### src/rtl/hgms_pkg.sv
// Shared types and constants of the hypergraph max-sum update block.
`timescale 1ns / 1ps

package hgms_pkg;

    // Node table depth equals the reach of the 10-bit node index field.
    localparam int unsigned NODE_W       = 10;
    localparam int unsigned NODES        = 1 << NODE_W;
    localparam int unsigned SCORE_W      = 32;
    localparam int unsigned EDGE_W       = 8;
    localparam int unsigned SIZE_W       = 3;
    localparam int unsigned CHILD_FIELDS = 4;
    localparam int unsigned MAX_CHILDREN = 4;
    localparam int unsigned MAX_EDGES    = 256;
    localparam int unsigned EDGE_CMP_W   = 13;

    localparam logic [SIZE_W-1:0] CHILD_LIMIT =
        SIZE_W'((MAX_CHILDREN < CHILD_FIELDS) ? MAX_CHILDREN : CHILD_FIELDS);

    localparam logic signed [SCORE_W-1:0] SCORE_MIN = {1'b1, {(SCORE_W-1){1'b0}}};
    localparam logic signed [SCORE_W-1:0] SCORE_MAX = {1'b0, {(SCORE_W-1){1'b1}}};

    // Input opcodes
    localparam logic OP_EDGE   = 1'b0;
    localparam logic OP_REMOVE = 1'b1;

    // One node entry of the table
    typedef struct packed {
        logic signed [SCORE_W-1:0] score;
        logic [EDGE_W-1:0]         best_edge;
        logic [SIZE_W-1:0]         best_size;
        logic                      removed;
        logic                      seen;
    } t_entry;

    typedef enum logic [1:0] {
        S_CLEAR,
        S_IDLE,
        S_RUN,
        S_DONE
    } t_state;

endpackage

### src/rtl/hgms_sat_add.sv
// Saturating signed adder shared by all child score additions.
`timescale 1ns / 1ps

module hgms_sat_add
    import hgms_pkg::*;
(
    input  logic signed [SCORE_W-1:0] i_a,
    input  logic signed [SCORE_W-1:0] i_b,
    output logic signed [SCORE_W-1:0] o_sum,
    output logic                      o_sat
);

    logic signed [SCORE_W:0] w_full;

    always_comb begin
        w_full = {i_a[SCORE_W-1], i_a} + {i_b[SCORE_W-1], i_b};
        // Overflow when the two top bits of the wide sum disagree
        o_sat  = w_full[SCORE_W] ^ w_full[SCORE_W-1];
        if (o_sat) begin
            o_sum = w_full[SCORE_W] ? SCORE_MIN : SCORE_MAX;
        end else begin
            o_sum = w_full[SCORE_W-1:0];
        end
    end

endmodule
### config.mk
export PLATFORM = sky130hd
export DESIGN_NAME = hgms_sat_add
export DESIGN_NICKNAME = d
export VERILOG_FILES = /design/src/rtl/hgms_pkg.sv /design/src/rtl/hgms_sat_add.sv
export SDC_FILE = /design/constraint.sdc
export NUM_CORES = 1
export LEC_CHECK = 0
export BUFFER_PORTS_ARGS = -buffer_cell sky130_fd_sc_hd__buf_2
export CORE_ASPECT_RATIO = 1.1
export CORE_MARGIN = 4
export CORE_UTILIZATION = 40
export DETAILED_ROUTE_END_ITERATION = 7
export GPL_ROUTABILITY_DRIVEN = 1
export PLACE_DENSITY = 0.72
export SLEW_MARGIN = 15
export SYNTH_ARGS = -nofsm -noshare
export SYNTH_HDL_FRONTEND = slang
export SYNTH_SLANG_ARGS = --single-unit
export TNS_END_PERCENT = 30
### constraint.sdc
create_clock -name vclk -period 4.8
set_input_delay 0.96 -clock vclk [all_inputs]
set_output_delay 0.96 -clock vclk [all_outputs]
set_load 0.02 [all_outputs]
==> results.toml <==
[timing]
slew_violations = 0
fin_crit_sh = 0.952
timing.max_slew.rel_slack = 0.676
final.hold.worst_slack_ns = 2.36
max_slew.worst_pin.slew_ns = 0.482
period_needed_ns = 4.57
setup_violations = 0
rsz0062_at_grt = "false"
top_achievable_clock_speed_mhz = 219
timing.setup.tns_ns = 0
final-hold-violation-count = 0

[global_route]
gr-usage-all-layers = 0.180
maximum_number_of_pins_on_one_net_before_global_route_repair = 19
grt_first_pass_wirelength_mm = 10.3
grt_antenna_before_repair = 0
grt_pass1_vias = 2425
grt.overflow.total = 0

[drt]
detail_route.wl_per_cell_um = 13.6
detailedRoute.firstPassIterationCount = 4
detailedRoute.firstIterationViolations = 131
detail_route.drc_violations = 0
drt_wl_total_mm = 6.08
routed_via_density = 5.56
via_total_after_detailed_routing = 2481
ant_nets = 0

[worst_setup_path]
critical_path.n_buffers_inverters = 4
cp.required_ns = 3.84
cp-start-kind = "input pin"
crit_type = "input pin to output pin"
critical-path-max-stage-delay_ns = 0.41
endpoint_kind = "output pin"
worstPathMaxFanout = 18
cp_slowest_cell = "sky130_fd_sc_hd__fa_1"
series_of_cell_instances_along_the_critical_path = "buf_2, ha_1, fa_1, a211oi_2, o21ai_2, o211a_1, o211a_1, o21a_1, nor2_2, nor2_1, inv_2, a311oi_4, buf_4, o21a_1, buf_2"
cpLargestDelayFamily = "compound AO/OA/AOI/OAI gates"
cp.arrival_ns = 3.61

[synth]
synth.area.mux_share = 0.00657
synth_compound_area_frac = 0.462
synth_xor_xnor_area_share = 0.116
synth.net_count = 387
yosysMostFrequentCell = "sky130_fd_sc_hd__a21o_1"
synth_top_family_by_area = "compound AO/OA/AOI/OAI gates"
synth_common_cells = "sky130_fd_sc_hd__a21o_1, sky130_fd_sc_hd__ha_1, sky130_fd_sc_hd__a21oi_1"
post_synth_inst_count = 290
yosys.area_share.adder = 0.205
synth_simple_gate_area_share = 0.167
synth.cell_area_sq_um = 2090
netlist.top_cell.by_area = "sky130_fd_sc_hd__ha_1"
synth_cell_types = 56
synth_top_cells_by_area = "sky130_fd_sc_hd__ha_1, sky130_fd_sc_hd__a21o_1, sky130_fd_sc_hd__a21oi_1"
yosysWarnings = 0
synthDominantCellAreaShare = 0.191
synthesis.area_per_instance_sq_um = 7.22
synth-seq-area-share = 0

[final_layout]
number_of_clock_buffers_in_the_layout = 0
drive_above_1_share = 0.330
number_of_filler_instances_in_the_final_layout = 491
antenna_cells = 0
area_growth_pct = 29.2
area.sequential_sq_um = 0
sequential_cell_count = 0
num-nets-final = 487

[run]
drv.max_cap_violation_count = 0

[power_and_ir_drop]
irDropWorstVdd_mv = 0.128
power_per_cell_area_nw_per_um2 = 210
power.leakage_nw = 1.46
report.power.total_mw = 0.568

[placement]
dp_hpwl_mm = 5.15
port-buffer-count = 97
gp_congestion = 0.873

[floorplanning]
fp.dieH_um = 83.9
floorplan.die.width_um = 77.0
die_area_sq_um = 6460
placement_rows = 27
core_area_sq_um = 5030
initial_core_util = 0.416
top_ports = 97

[hold_path]
min-delay-path-class = "input pin to output pin"

[run_status]
status = "finished, final reports clean"

[clock_network]
cts_hold_buffers = 0
==> placed cells by master, fill, tap and decap left out, drive strengths merged, types with 7 or more instances in the layout <==
cell	count
buf	108
a21o	42
ha	32
a21oi	31
nor2	25
nand2	23
xnor2	16
o21ai	15
xor2	11
nand3	8
o21a	7
inv	7
==> area by class of cell <==
| cell class | instances | area [sq um] | area share |
|---|---|---|---|
| inverter | 8 | 30.0 | 0.0111 |
| multi-input combinational | 272 | 2020 | 0.748 |
| tap | 58 | 72.6 | 0.0268 |
| timing repair buffer | 108 | 581 | 0.215 |
==> repair_timing <==
item                       CTS  global route
resized for setup            0             1
buffers inserted             0             0
setup endpoints to repair    0             6
==> final timing paths <==
path	startpoint	to	slack, ns	cells past startpoint
setup / recovery	i_a[0]	o_sum[3]	0.23	15
hold / removal	i_b[0]	o_sum[0]	2.36	4
==> report_power, final <==
group | internal [mW] | leakage [nW] | switching [mW]
clock | 0 | 0 | 0
sequential | 0 | 0 | 0
combinational | 0.238 | 1.46 | 0.330
total | 0.238 | 1.46 | 0.330
==> cells by family after synthesis <==
logic type	after synthesis
simple gates	75
xor+xnor	27
mux	1
fa+ha+maj	34
buf+inv	18
compound gates	135
==> through the flow <==
step	setup WS (ns)	area, sq um	cells	utilization
floorplan	0.412	2090	290	-
detailed placement	0.161	2700	446	0.537
CTS	0.158	2700	446	0.537
global route	0.0391	2710	446	0.538
finish	0.228	2710	446	0.538
global placement	0.231	2700	446	0.537
==> layer usage <==
layer / part of all wire / up-vias / wire (um) / global-route usage
li1: - / 1297 / - / -
met1: 0.46 / 1089 / 2770 / 0.238
met2: 0.47 / 85 / 2870 / 0.319
met3: 0.061 / 10 / 372 / 0.0173
met4: 0.011 / 0 / 65 / 0.0259
met5: 0 / - / 0 / 0
==> tightest hold or removal path: cells and delay by family <==
family                   cells  cell delay, ns
buffers and inverters        2            0.23
AO/OA/AOI/OAI                1            0.11
adder cells (fa/ha/maj)      1            0.10
(Power assumes the default switching activity.)
